<file path="config.mk">
export PLATFORM = sky130hd
export DESIGN_NAME = fm_write_shadow_mute
export DESIGN_NICKNAME = d
export VERILOG_FILES = /design/src/rtl/fwsm_pkg.sv /design/src/rtl/fwsm_seq.sv /design/src/rtl/fwsm_dp.sv /design/src/rtl/fm_write_shadow_mute.sv
export VERILOG_INCLUDE_DIRS = /design/src /design/src/rtl
export SDC_FILE = /design/constraint.sdc
export NUM_CORES = 1
export LEC_CHECK = 0
export ABC_AREA = 1
export BUFFER_PORTS_ARGS = -buffer_cell sky130_fd_sc_hd__buf_2
export CORE_MARGIN = 2
export CORE_UTILIZATION = 45
export CTS_CLUSTER_DIAMETER = 80
export DETAILED_ROUTE_END_ITERATION = 8
export PLACE_DENSITY = 0.67
export REMOVE_ABC_BUFFERS = 1
export SYNTH_ARGS = -nofsm -noshare
export SYNTH_HDL_FRONTEND = slang
export SYNTH_SLANG_ARGS = --single-unit
</file>
<file path="constraint.sdc">
create_clock -name clk -period 8.5 [get_ports clk]
set_input_delay 1.275 -clock clk [delete_from_list [all_inputs] [get_ports clk]]
set_output_delay 1.275 -clock clk [all_outputs]
set_load 0.05 [all_outputs]
</file>
<file path="src/rtl/fm_write_shadow_mute_defines.svh">
// Assertion macros for the FM register-write shadow/mute block.
// Included by modules that carry concurrent checks; expects clk and rst_n in scope.
`ifndef FM_WRITE_SHADOW_MUTE_DEFINES_SVH
`define FM_WRITE_SHADOW_MUTE_DEFINES_SVH
`ifndef SYNTHESIS
`define FWSM_ASSERT(label, prop) \
    label: assert property (@(posedge clk) disable iff (!rst_n) prop) \
        else $error("fwsm assertion failed");
`define FWSM_ASSERT_NEXT(label, ante, cons) \
    `FWSM_ASSERT(label, (ante) |=> (cons))
`else
`define FWSM_ASSERT(label, prop)
`define FWSM_ASSERT_NEXT(label, ante, cons)
`endif
`endif

</file>
<file path="src/rtl/fwsm_pkg.sv">
// Package for the FM register-write shadow/mute block: types, constants,
// microcode ROM, dispatch table and carrier slot mask table. No dependencies.
package fwsm_pkg;

    localparam int UPC_W = 5;

    typedef enum logic [1:0] {
        OP_WRITE  = 2'd0,
        OP_MUTE   = 2'd1,
        OP_VOLUME = 2'd2,
        OP_NONE   = 2'd3
    } op_t;

    typedef enum logic [1:0] {
        K_FETCH = 2'd0,
        K_MIX   = 2'd1,
        K_SLOT  = 2'd2
    } ukind_t;

    // one microcode control word
    typedef struct packed {
        ukind_t             kind;
        logic               item_src;   // channel/offset from the command, else mute run
        logic [2:0]         chan;
        logic [1:0]         slot;
        logic               last;
        logic [UPC_W-1:0]   next;
    } ucw_t;

    typedef struct packed {
        logic       accept;
        logic       advance;
        op_t        opcode;
    } seq_ctl_t;

    typedef struct packed {
        logic       emit;
        logic [8:0] addr;
        logic [7:0] data;
        logic       last;
    } wr_t;

    localparam logic [UPC_W-1:0] UPC_FETCH    = 5'd0;
    localparam logic [UPC_W-1:0] UPC_MIX      = 5'd1;
    localparam logic [UPC_W-1:0] UPC_MUTE_RUN = 5'd2;
    localparam logic [UPC_W-1:0] UPC_VOL_RUN  = 5'd26;
    localparam logic [UPC_W-1:0] UPC_END      = 5'd30;

    localparam logic [8:0] MIX_ADDR    = 9'h007;
    localparam logic [7:0] MUTE_MIX    = 8'h3F;
    localparam logic [6:0] LEVEL_MAX   = 7'h7F;
    localparam logic [7:0] MUTE_OFFSET = 8'h81;     // -127
    localparam logic [7:0] LEVEL_HI    = 8'h40;
    localparam logic [7:0] LEVEL_MASK  = 8'hF0;
    localparam logic [7:0] ALG_HI      = 8'hB0;
    localparam logic [7:0] ALG_MASK    = 8'hFC;

    function automatic logic [3:0] slot_mask(input logic [2:0] alg);
        logic [3:0] m;
        unique case (alg)
            3'd4:       m = 4'hC;
            3'd5, 3'd6: m = 4'hE;
            3'd7:       m = 4'hF;
            default:    m = 4'h8;
        endcase
        return m;
    endfunction

    function automatic logic [UPC_W-1:0] dispatch(input op_t op);
        logic [UPC_W-1:0] t;
        unique case (op)
            OP_MUTE:   t = UPC_MIX;
            OP_VOLUME: t = UPC_VOL_RUN;
            default:   t = UPC_FETCH;
        endcase
        return t;
    endfunction

    // Program: FETCH; MIX; mute run over channels 0,4,1,5,2,6 x slots 0..3;
    // volume run over slots 0..3 of the commanded channel.
    function automatic ucw_t ucode(input logic [UPC_W-1:0] upc);
        ucw_t             w;
        logic [UPC_W-1:0] midx;
        logic [UPC_W-1:0] vidx;
        midx = upc - UPC_MUTE_RUN;
        vidx = upc - UPC_VOL_RUN;
        w.kind     = K_FETCH;
        w.item_src = 1'b0;
        w.chan     = 3'd0;
        w.slot     = 2'd0;
        w.last     = 1'b0;
        w.next     = UPC_FETCH;
        priority if (upc == UPC_MIX)
        begin
            w.kind = K_MIX;
            w.next = UPC_MUTE_RUN;
        end
        else if (upc >= UPC_MUTE_RUN && upc < UPC_VOL_RUN)
        begin
            w.kind = K_SLOT;
            w.chan = {midx[2], midx[4:3]};
            w.slot = midx[1:0];
            w.last = (upc == UPC_VOL_RUN - 5'd1);
            w.next = w.last ? UPC_FETCH : upc + 5'd1;
        end
        else if (upc >= UPC_VOL_RUN && upc < UPC_END)
        begin
            w.kind     = K_SLOT;
            w.item_src = 1'b1;
            w.slot     = vidx[1:0];
            w.last     = (upc == UPC_END - 5'd1);
            w.next     = w.last ? UPC_FETCH : upc + 5'd1;
        end
        else
        begin
            w.kind = K_FETCH;
        end
        return w;
    endfunction

endpackage

</file>
<file path="src/rtl/fwsm_seq.sv">
// Microcode sequencer: step counter and control word lookup.
// Depends on fwsm_pkg.
module fwsm_seq (
    input  logic             clk,
    input  logic             rst_n,
    input  fwsm_pkg::seq_ctl_t ctl,
    output fwsm_pkg::ucw_t   cw
);
    import fwsm_pkg::*;

    logic [UPC_W-1:0] upc_reg;
    logic [UPC_W-1:0] upc_next;

    assign cw = ucode(upc_reg);

    always_comb
    begin
        priority if (ctl.accept)
            upc_next = dispatch(ctl.opcode);
        else if (ctl.advance)
            upc_next = cw.next;
        else
            upc_next = upc_reg;
    end

    always_ff @(posedge clk or negedge rst_n)
    begin
        if (!rst_n)
            upc_reg <= UPC_FETCH;
        else
            upc_reg <= upc_next;
    end

endmodule

</file>
<file path="src/rtl/fwsm_dp.sv">
// Datapath: shadow registers, command latch, slot address and clamped level.
// Depends on fwsm_pkg.
module fwsm_dp (
    input  logic           clk,
    input  logic           rst_n,
    input  fwsm_pkg::ucw_t cw,
    input  logic           in_valid,
    input  logic           accept,
    input  fwsm_pkg::op_t  opcode,
    input  logic [8:0]     reg_addr,
    input  logic [7:0]     reg_data,
    input  logic           mute_on,
    input  logic [2:0]     channel,
    input  logic [7:0]     volume_offset,
    output fwsm_pkg::wr_t  wr
);
    import fwsm_pkg::*;

    logic [7:0] mix_sh_reg;
    logic [6:0] level_sh_reg [32];
    logic [2:0] alg_sh_reg [8];
    logic       mute_reg;
    logic [2:0] chan_reg;
    logic [7:0] off_reg;

    logic       shadow_wr;
    logic [2:0] ch;
    logic [7:0] off;
    logic [3:0] pos;
    logic [6:0] level;
    logic signed [9:0] diff;
    logic [6:0] clamped;
    logic [3:0] carriers;

    assign shadow_wr = accept && (opcode == OP_WRITE);

    always_ff @(posedge clk or negedge rst_n)
    begin
        if (!rst_n)
        begin
            mix_sh_reg   <= MUTE_MIX;
            level_sh_reg <= '{default: LEVEL_MAX};
            alg_sh_reg   <= '{default: 3'd0};
        end
        else if (shadow_wr)
        begin
            if (reg_addr == MIX_ADDR)
                mix_sh_reg <= reg_data;
            else if ((reg_addr[7:0] & LEVEL_MASK) == LEVEL_HI)
                level_sh_reg[{reg_addr[8], reg_addr[3:0]}] <= reg_data[6:0];
            else if ((reg_addr[7:0] & ALG_MASK) == ALG_HI)
                alg_sh_reg[{reg_addr[8], reg_addr[1:0]}] <= reg_data[2:0];
        end
    end

    always_ff @(posedge clk)
    begin
        if (accept)
        begin
            mute_reg <= mute_on;
            chan_reg <= channel;
            off_reg  <= volume_offset;
        end
    end

    assign ch  = cw.item_src ? chan_reg : cw.chan;
    assign off = cw.item_src ? off_reg : (mute_reg ? MUTE_OFFSET : 8'd0);
    assign pos = {cw.slot, ch[1:0]};
    assign level = level_sh_reg[{ch[2], pos}];
    assign diff = $signed({3'b000, level}) - $signed({{2{off[7]}}, off});
    assign carriers = slot_mask(alg_sh_reg[ch]);

    always_comb
    begin
        priority if (diff[9])
            clamped = 7'd0;
        else if (diff[8:7] != 2'b00)
            clamped = LEVEL_MAX;
        else
            clamped = diff[6:0];
    end

    always_comb
    begin
        unique case (cw.kind)
            K_FETCH:
            begin
                wr.emit = in_valid && (opcode == OP_WRITE);
                wr.addr = reg_addr;
                wr.data = reg_data;
                wr.last = 1'b1;
            end
            K_MIX:
            begin
                wr.emit = 1'b1;
                wr.addr = MIX_ADDR;
                wr.data = mute_reg ? MUTE_MIX : mix_sh_reg;
                wr.last = 1'b0;
            end
            K_SLOT:
            begin
                wr.emit = carriers[cw.slot];
                wr.addr = {ch[2], LEVEL_HI[7:4], pos};
                wr.data = {1'b0, clamped};
                wr.last = cw.last;
            end
            default:
            begin
                wr.emit = 1'b0;
                wr.addr = reg_addr;
                wr.data = reg_data;
                wr.last = 1'b0;
            end
        endcase
    end

endmodule

</file>
<file path="src/rtl/fm_write_shadow_mute.sv">
// Top level of the FM register-write shadow/mute filter.
// Depends on fwsm_pkg, fwsm_seq, fwsm_dp and fm_write_shadow_mute_defines.svh.
//
// Usage: commands enter on the s_axis channel (tuser = opcode), chip writes
// leave on the m_axis channel, one transaction per write, tlast on the final
// write of each command.
// A register write is passed on and shadowed; it appears on m_axis the cycle
// after it is accepted, so writes stream at one per cycle while m_axis_tready is high.
// Mute/unmute runs 25 microcode steps (mix write plus 6 channels x 4 slots)
// and set-volume runs 4 steps; a step advances only when the output register
// is free, and slots that are not carriers of the channel's algorithm give
// no write. s_axis_tready is low while a program runs.
// Opcode 3 is consumed with no write.
// Reset clears the sequencer, the output valid flag and all shadows (mix 0x3F,
// levels 0x7F, algorithms 0). When m_axis_tready is low the single output
// register holds its write and the sequencer waits on the current step.
`include "fm_write_shadow_mute_defines.svh"
module fm_write_shadow_mute (
    input  logic        clk,
    input  logic        rst_n,
    input  logic        s_axis_tvalid,
    output logic        s_axis_tready,
    input  logic [31:0] s_axis_tdata,   // reg_addr[8:0], reg_data[16:9], mute_on[17],
                                        // channel[20:18], volume_offset[28:21]
    input  logic [1:0]  s_axis_tuser,   // opcode[1:0]
    output logic        m_axis_tvalid,
    input  logic        m_axis_tready,
    output logic [23:0] m_axis_tdata,   // out_addr[8:0], out_data[16:9]
    output logic        m_axis_tlast
);
    import fwsm_pkg::*;

    ucw_t       cw;
    seq_ctl_t   ctl;
    wr_t        wr;
    op_t        opcode;
    logic       out_free;
    logic       accept;
    logic       out_load;

    logic       m_valid_reg;
    logic       m_valid_next;
    logic [8:0] m_addr_reg;
    logic [7:0] m_data_reg;
    logic       m_last_reg;

    assign opcode   = op_t'(s_axis_tuser);
    assign out_free = !m_valid_reg || m_axis_tready;
    assign s_axis_tready = (cw.kind == K_FETCH) && out_free;
    assign accept   = s_axis_tvalid && s_axis_tready;
    assign out_load = wr.emit && out_free;

    assign ctl.accept  = accept;
    assign ctl.advance = (cw.kind != K_FETCH) && out_free;
    assign ctl.opcode  = opcode;

    fwsm_seq u_seq (
        .clk   (clk),
        .rst_n (rst_n),
        .ctl   (ctl),
        .cw    (cw)
    );

    fwsm_dp u_dp (
        .clk           (clk),
        .rst_n         (rst_n),
        .cw            (cw),
        .in_valid      (s_axis_tvalid),
        .accept        (accept),
        .opcode        (opcode),
        .reg_addr      (s_axis_tdata[8:0]),
        .reg_data      (s_axis_tdata[16:9]),
        .mute_on       (s_axis_tdata[17]),
        .channel       (s_axis_tdata[20:18]),
        .volume_offset (s_axis_tdata[28:21]),
        .wr            (wr)
    );

    always_comb
    begin
        priority if (out_load)
            m_valid_next = 1'b1;
        else if (m_axis_tready)
            m_valid_next = 1'b0;
        else
            m_valid_next = m_valid_reg;
    end

    always_ff @(posedge clk or negedge rst_n)
    begin
        if (!rst_n)
            m_valid_reg <= 1'b0;
        else
            m_valid_reg <= m_valid_next;
    end

    always_ff @(posedge clk)
    begin
        if (out_load)
        begin
            m_addr_reg <= wr.addr;
            m_data_reg <= wr.data;
            m_last_reg <= wr.last;
        end
    end

    assign m_axis_tvalid = m_valid_reg;
    assign m_axis_tdata  = {7'd0, m_data_reg, m_addr_reg};
    assign m_axis_tlast  = m_last_reg;

    `FWSM_ASSERT_NEXT(a_pass_through, accept && opcode == OP_WRITE, m_axis_tvalid && m_axis_tlast)
    `FWSM_ASSERT_NEXT(a_mute_starts_mix, accept && opcode == OP_MUTE, cw.kind == K_MIX)
    `FWSM_ASSERT(a_last_ends_program, (out_load && wr.last && cw.kind == K_SLOT) |-> (cw.next == UPC_FETCH))

endmodule
</file>
==> flow_metrics.tcl, run 1 <==
set metrics [dict create \
    first_iter_violations 932 \
    async_reset_ff_share_pct 89.73 \
    syn_avg_cell_area_um2 8.696 \
    grt_pass1_wl_mm 62.27 \
    synth-edff-count 30 \
    period_minus_slack_ns 6.230 \
    viasPerCell 5.373 \
    ys.flop_type "dfstp_2" \
    row_count 66 \
    cts_hold_buffers 0 \
    die_x_um 186.3 \
    cpLargestDelayFamily "buffers and inverters" \
    ant_nets 0 \
    drive_above_1_share_pct 24.00 \
    timing.final.crit_share_pct 73.29 \
    yosysSeqAreaShare_pct 51.78 \
    grt_overflow_total 0 \
    slowest_stage "inv_2" \
    yosysWarnings 0 \
    clk_latency_ns 0.51 \
    finalSetupViolations 0 \
    cts_sinks 292 \
    place_ws_ns 2.422 \
    postCtsSetupBuffers 0 \
    tightest_slew_ns 1.269 \
    drtPass1Iterations 5 \
    fin_nets 1768 \
    largest_register_ffs 224 \
    synth-seq-cells 292 \
    drv_slew 0 \
    ir_drop_uv 295.2 \
    synthCells 1720 \
    gp_congestion 0.8445 \
    cts_root_buffer "clkbuf_16" \
    final_common_cell "nand2_1" \
    path_class "register to register" \
    drc 0 \
    power.leakage_nw 6.694 \
    clk_pin_slew_worst_paths_ns 0.06 \
    grt_pass1_vias 11310 \
    relSlewSlack_pct 15.41 \
    min_path_type "register to register" \
    cp_slowest_stage_delay_ns 1.00 \
    vias 11730 \
    final_util_pct 50.06 \
    setup_tns_ns 0 \
    htree_levels 2 \
    crit_path_frequent_cell "nand2_1" \
    grt_max_degree 111 \
    endpoint_kind "register" \
    wirelength_mm 38.48 \
    synth.distinct_cells 43 \
    numCtsBuffers 34 \
    grtUsageTotal_pct 22.30 \
    cts_resized 0 \
    fmax_mhz 160.5 \
    area_delta_synth_final_pct 9.169 \
    antenna_cells_inserted 0 \
    mostFrequentLayoutCells "nand2_1 (447), dfstp_2 (230), o21ai_1 (192)" \
    outcome "finished, final reports clean" \
    die_h_um 186.3 \
    io_buffer_count 54 \
    final.setup_skew_ns 0.01181 \
    io_pins 65 \
    power_w 0.007027 \
    rsz0062_at_grt "no" \
    arrival_ns 6.49 \
    cts_tree "yes" \
    hpwl_mm 23.45 \
    die_area_mm2 0.03471 \
    critical_path_buf_inv_count 5 \
    antenna_found_initial 0 \
    cts_buffer_depth 3 \
    path_max_fanout 57 \
    syn_area_mm2 0.01496 \
    drv_cap 0 \
    cp.required_ns 8.77 \
    cp-start-kind "register" \
    routedWlPerCell_um 17.62 \
    worst_slack_ns 2.270 \
    hold_viol 0 \
    power_density_mw_per_mm2 430.4 \
    coreArea_mm2 0.03262 \
    initial_utilization_pct 45.85 \
]
-- worst paths after layout --
kind / from / end / slack (ns) / cells after the start
setup / recovery: u_seq.upc_reg[2] / m_data_reg[3] / 2.27 / 27
hold / removal: u_dp.level_sh_reg[4] / u_dp.level_sh_reg[4] / 0.47 / 2
setup reg to reg: u_seq.upc_reg[2] / m_data_reg[3] / 2.27 / 27
hold reg to reg: u_dp.level_sh_reg[4] / u_dp.level_sh_reg[4] / 0.47 / 2
max in group asynchronous: rst_n / u_dp.alg_sh_reg[5] / 6.20 / 2
min in group asynchronous: rst_n / u_seq.upc_reg[3] / 0.78 / 1
-- logic make-up (layout without fill, tap and decap cells) --
kind of cell               Yosys count  in the layout  synth area share (%)
AOI/OAI and AO/OA                  425            425                 16.29
and+or+nand+nor                    740            740                 22.00
buffers and inverters              241            257                 8.298
DFF                                292            292                 51.78
other                                1              7               0.02507
xor gates and xnor gates             8              8                0.4685
adders and majority gates           13             13                 1.138
-- final cells by class --
class                           count  area [um2]
Multi-Input combinational cell   1193        6010
Sequential cell                   292        7745
Timing Repair Buffer               75       450.4
Clock buffer                       55        1033
Inverter                          121       454.2
Clock inverter                      6       82.58
Tap cell                          442       553.0
Fill cell                        3112       16290
-- power by group --
part           switching [W]  internal (W)
logic                0.00277       0.00116
clock network       0.000566      0.000892
registers          0.0000387       0.00159
-- stage by stage --
step	cell area, um2	std cells	hold WS (ns)
after floorplan	14190	1606	0.4444
after global placement	15210	2123	0.4573
after detailed placement	15210	2123	0.4634
after CTS	16330	2184	0.4722
after global routing	16330	2184	0.4811
final	16330	2184	0.4703
-- cells in the mapped netlist (6+ instances only) --
library cell  instances  area, um2
o211ai_1             82      615.6
buf_2                14      70.07
buf_6                32      360.4
o21ai_2              19      166.4
nand2_4              31      349.1
nor2_1               96      360.4
nand2_1             447       1678
inv_1               117      439.2
nand4_1              12      75.07
dfstp_2             230       6043
o21ai_1             192      960.9
nand3_1             135      675.7
edfxtp_1             30      900.9
o21ai_0             107      535.5
ha_1                 12      150.1
dfrtp_1              32      800.8
a21oi_1              12      60.06
xor2_1                6      52.55
clkbuf_1             62      232.7
buf_4                 8      60.06
-- worst reg2reg max path, cell delays in order (launching register included) --
cell and delay [ns]:
dfrtp_1 0.43, inv_1 0.21, ha_1 0.32, nor3_2 0.07, buf_4 0.18, nand2_1 0.36
nand4_1 0.34, inv_2 1.00, buf_4 0.44, nor2_1 0.07, o211ai_1 0.26, nand3_1 0.10
nand2_1 0.08, o21a_1 0.12, ha_1 0.28, a21oi_1 0.18, nand2_1 0.11, nand2_1 0.10
nand2_1 0.06, a21oi_1 0.21, inv_1 0.07, a21oi_1 0.13, nor2_1 0.05, nor2_1 0.12
xor2_1 0.39, nand3_1 0.14, nand2_1 0.09, nand2_1 0.06
-- routing by layer --
layer  GRT usage (%)  share of wire (%)  vias up
met5               0                  0        -
met4           5.908                2.2        0
met3           4.232                6.7       54
met2           35.02                 46      331
met1           31.73                 45     5646
li1                -                  -     5703
(Power assumes the default switching activity.)
==> run 2, diff against run 1 <==
- clock period: 8.5 -> 6.1 ns (I/O delays scaled with it)
==> flow_metrics.tcl, run 2 (same netlist as run 1, synthesis figures left out) <==
set metrics [dict create \
    timing.rr.start "u_seq.upc_reg[2]" \
    p_switching_w 0.004721 \
    die_h_um 186.3 \
    initial_utilization_pct 45.85 \
    cts_hold_buffers 0 \
    hpwl_mm 24.02 \
    cp_slowest_stage_delay_ns 0.51 \
    die_area_mm2 0.03471 \
    p_sw_share_pct 46.63 \
    coreArea_mm2 0.03262 \
    grt_max_degree 167 \
    gp_congestion 0.8464 \
    clkPwrFrac_pct 21.6 \
    p_comb_share_pct 55.9 \
    ir_drop_uv 445.3 \
    min_path_type "input pin to async pin" \
    die_x_um 186.3 \
    crit_path_frequent_cell "nand2_1" \
    grt_pass1_wl_mm 62.53 \
    mostFrequentLayoutCells "nand2_1 (447), dfstp_2 (230), o21ai_1 (192)" \
    drtPass1Iterations 6 \
    vias 11820 \
    hold_viol 0 \
    clk_pin_slew_worst_paths_ns 0.06 \
    wirelength_mm 38.34 \
    fin_cells 2195 \
    routedWlPerCell_um 17.46 \
    drv_slew 0 \
    seqPwrFrac_pct 22.5 \
    dp.cells 2135 \
    multiInputGateArea_mm2 0.006010 \
    antenna_found_initial 0 \
    outcome "finished, final reports clean" \
    fin_nets 1780 \
    viasPerCell 5.384 \
    place_ws_ns 0.5669 \
    endpoint_kind "register" \
    drc 0 \
    timing.final.crit_share_pct 92.99 \
    cts_resized 0 \
    numCtsBuffers 34 \
    crit-reg2reg-capture "m_data_reg[1]" \
    path_class "register to register" \
    io_pins 65 \
    grt_overflow_total 0 \
    r2r_slack_ns 0.43 \
    grtUsageTotal_pct 22.28 \
    htree_levels 2 \
    relSlewSlack_pct 22.78 \
    cp-start-kind "register" \
    grt_pass1_vias 11380 \
    drv_cap 0 \
    rsz0062_at_grt "no" \
    io_buffer_count 54 \
    cts_root_buffer "clkbuf_16" \
    ff_latch_area_mm2 0.007745 \
    final.setup_skew_ns 0.01235 \
    antenna_cells_inserted 0 \
    arrival_ns 5.92 \
    ff2ff_path_depth 29 \
    slowest_stage "nand3_2" \
    tightest_slew_ns 1.157 \
    postCtsSetupBuffers 0 \
    power_density_mw_per_mm2 611.4 \
    cts_tree "yes" \
    ant_nets 0 \
    row_count 66 \
    fillers 3076 \
    largest_register_ffs 224 \
    worst_slack_ns 0.4277 \
    drive_above_1_share_pct 24.64 \
    power.leakage_nw 6.814 \
    final_common_cell "nand2_1" \
    first_iter_violations 1147 \
    cts_sinks 292 \
    period_minus_slack_ns 5.672 \
    whs_ns 0.4120 \
    path_max_fanout 22 \
    cp.required_ns 6.35 \
    finalSetupViolations 0 \
    internal_power_w 0.005403 \
    cts_buffer_depth 3 \
    fmax_mhz 176.3 \
    clk_latency_ns 0.51 \
    area_delta_synth_final_pct 10.71 \
]
[run 2: cell types whose count changed in the layout (fill, tap and decap cells not counted), sizes merged]
cell,change
clkinv,+3
buf,+12
clkbuf,-8
bufinv,+4
[run 2: area by class of cell]
type | count | area share, %
Tap cell | 442 | 3.340
Multi-Input combinational cell | 1193 | 36.29
Clock inverter | 13 | 1.285
Timing Repair Buffer | 87 | 3.567
Sequential cell | 292 | 46.77
Clock buffer | 47 | 6.000
Inverter | 121 | 2.743
[run 2: worst max-delay path by stage]
| stage | end | startpoint | cells after the start | slack, ns |
|---|---|---|---|---|
| 2_1_floorplan | m_data_reg[2] | u_seq.upc_reg[1] | 25 | -2.87 |
| 3_3_place_gp | m_data_reg[1] | u_seq.upc_reg[2] | 29 | 0.66 |
| 3_5_place_dp | m_data_reg[1] | u_seq.upc_reg[1] | 29 | 0.57 |
| 4_1_cts | m_data_reg[1] | u_seq.upc_reg[2] | 29 | 0.54 |
| 5_1_grt | m_data_reg[4] | u_seq.upc_reg[2] | 29 | 0.02 |
| 6_report | m_data_reg[1] | u_seq.upc_reg[2] | 29 | 0.43 |
[run 2: metal layers]
metal / wire [um] / vias to the layer above / global-route usage, %
li1: - / 5750 / -
met1: 17240 / 5665 / 30.85
met2: 17710 / 330 / 35.52
met3: 2390 / 73 / 4.156
met4: 991 / 0 / 7.015
met5: 0 / - / 0
[run 2: worst max-delay path: cells and delay by family (launching register included)]
family          cells  cell delay [ns]
simple gates       15             2.02
buf+inv             5             0.92
xor+xnor            1             0.39
compound gates      6             0.97
flops               1             0.43
fa+ha+maj           2             0.66
[run 2: metrics by stage]
stage,total power [W],setup TNS (ns),instance area [um2],utilization (%)
floorplan,0.005871,-51.26,14190,-
global placement,0.007875,0,15350,47.07
detailed placement,0.007926,0,15350,47.07
CTS,0.01015,0,16560,50.76
global route,0.01087,0,16560,50.76
finish,0.01012,0,16560,50.76
[run 2: power groups by stage]
stage	registers (W)	clock network [W]	logic (W)
global placement	0.00230	0	0.00557
finish	0.00228	0.00218	0.00566
detailed placement	0.00231	0	0.00562
CTS	0.00228	0.00222	0.00565
floorplan	0.00253	0	0.00334
global route	0.00229	0.00230	0.00628
==> run 3, diff against run 2 <==
- CORE_UTILIZATION: 45 -> 51
- PLACE_DENSITY: 0.67 -> 0.74
==> flow_metrics.tcl, run 3 (same netlist as run 1, synthesis figures left out) <==
set metrics [dict create \
    outcome "finished, final reports clean" \
    min_path_type "input pin to async pin" \
    first_iter_violations 1255 \
    fin_nets 1772 \
    arrival_ns 5.82 \
    largest_register_ffs 224 \
    internal_power_w 0.005046 \
    drc 0 \
    wirelength_mm 37.77 \
    htree_levels 1 \
    routedWlPerCell_um 17.75 \
    slowest_stage "nand4_1" \
    p_comb_share_pct 57.3 \
    coreArea_mm2 0.02878 \
    cp-start-kind "register" \
    fmax_mhz 181.6 \
    cts_tree "yes" \
    cp.required_ns 6.42 \
    grt_pass1_wl_mm 62.31 \
    drive_above_1_share_pct 24.54 \
    row_count 62 \
    grtUsageTotal_pct 25.20 \
    grt_overflow_total 0 \
    multiInputGateArea_mm2 0.006010 \
    critical_path_buf_inv_count 4 \
    ir_drop_uv 397.3 \
    postCtsSetupBuffers 0 \
    tightest_slew_ns 1.072 \
    path_max_fanout 44 \
    area_delta_synth_final_pct 8.725 \
    p_switching_w 0.004643 \
    stdcell_area_mm2 0.01626 \
    clk_pin_slew_worst_paths_ns 0.06 \
    clk_latency_ns 0.58 \
    grt_pass1_vias 11810 \
    cts_root_buffer "clkbuf_16" \
    antenna_found_initial 0 \
    finalSetupViolations 0 \
    clkPwrFrac_pct 19.2 \
    viasPerCell 5.636 \
    io_buffer_count 54 \
    die_x_um 175.3 \
    relSlewSlack_pct 28.43 \
    grt_max_degree 99 \
    final_util_pct 56.50 \
    dpl_cell_area_mm2 0.01524 \
    cp_slowest_stage_delay_ns 0.51 \
    p_sw_share_pct 47.92 \
    crit_path_frequent_cell "nand2_1" \
    ant_nets 0 \
    fillers 2565 \
    final.setup_skew_ns 0.01160 \
    vias 11990 \
    cpLargestDelayFamily "simple AND/OR/NAND/NOR gates" \
    antenna_cells_inserted 0 \
    ff_latch_area_mm2 0.007745 \
    die_h_um 175.3 \
    initial_utilization_pct 51.97 \
    mostFrequentLayoutCells "nand2_1 (447), dfstp_2 (230), o21ai_1 (192)" \
    cts_buffer_depth 3 \
    die_area_mm2 0.03071 \
    seqPwrFrac_pct 23.5 \
    hpwl_mm 24.13 \
    final_common_cell "nand2_1" \
    cts_hold_buffers 0 \
    path_class "register to register" \
    power_density_mw_per_mm2 595.8 \
    cts_sinks 292 \
    period_minus_slack_ns 5.507 \
    io_pins 65 \
    drtPass1Iterations 5 \
    numCtsBuffers 31 \
    cts_resized 0 \
    timing.final.crit_share_pct 90.27 \
    power.leakage_nw 6.716 \
    rsz0062_at_grt "no" \
    endpoint_kind "register" \
    drv_slew 0 \
    hold_viol 0 \
    drv_cap 0 \
    gp_congestion 0.8583 \
]
run 3: cell types whose count changed in the layout (fill, tap and decap cells not counted), sizes merged:
cell,delta
inv,+2
buf,-5
bufinv,-6
clkinvlp,-1
clkbuf,+1
run 3: worst register-to-register path, cell delays in order, from the launching register on:
cell      delay (ns)
dfrtp_1         0.42
inv_1           0.15
ha_1            0.30
nor3_2          0.17
buf_4           0.21
nand2_1         0.27
nand4_1         0.51
buf_4           0.50
nand2_1         0.12
o211ai_1        0.10
o211ai_1        0.13
nand3_1         0.20
nand3_1         0.09
o21a_1          0.16
ha_1            0.36
a21oi_1         0.15
nand2_1         0.10
nand2_1         0.07
nand2_1         0.05
a21oi_1         0.19
inv_1           0.06
a21oi_1         0.12
nor2_1          0.05
nor2_1          0.10
xor2_1          0.38
nand2_1         0.11
nand2_1         0.09
nand3_1         0.08
run 3: final cells by class:
type / instances / share of cell area [%]
clock inverters: 8 / 0.3616
repair buffers: 82 / 3.401
well taps: 384 / 2.955
inverters: 121 / 2.793
clock buffers: 48 / 5.909
flip-flops and latches: 292 / 47.63
multi-input cells: 1193 / 36.95
run 3: stage by stage:
step           cells  TNS (ns)  hold slack [ns]  power [W]  setup WS [ns]
6_report        2128         0           0.4125   0.009689         0.5932
3_5_place_dp    2072         0           0.4634   0.007770         0.6934
2_1_floorplan   1606    -51.26           0.4444   0.005871         -2.870
5_1_grt         2128         0           0.4605    0.01042        0.09203
3_3_place_gp    2072         0           0.4590   0.007697         0.7446
4_1_cts         2128         0           0.3949   0.009662         0.6691
run 3: path summary, 6_finish.rpt:
check	from	end	cells past startpoint	slack, ns
max	u_seq.upc_reg[1]	m_data_reg[0]	27	0.59
min	rst_n	u_dp.mix_sh_reg[7]	1	0.41
max reg2reg	u_seq.upc_reg[1]	m_data_reg[0]	27	0.59
min reg2reg	u_dp.level_sh_reg[109]	u_dp.level_sh_reg[109]	2	0.47
max in group asynchronous	rst_n	u_dp.level_sh_reg[97]	2	4.47
min in group clk	u_dp.level_sh_reg[109]	u_dp.level_sh_reg[109]	2	0.47
run 3: power by group through the flow:
stage | Clock (W) | Sequential (W) | Combinational [W]
6_report | 0.00186 | 0.00228 | 0.00555
5_1_grt | 0.00197 | 0.00229 | 0.00616
4_1_cts | 0.00189 | 0.00228 | 0.00549
3_5_place_dp | 0 | 0.00230 | 0.00547
3_3_place_gp | 0 | 0.00230 | 0.00539
2_1_floorplan | 0 | 0.00253 | 0.00334
run 3: routing by layer:
layer  wire length (um)  track usage [%]  share of wire, %
met5                  0                0                 0
met4               1220            7.674               3.2
met3               2837            4.372               7.5
met2              17370            40.35                46
met1              16340            35.24                43
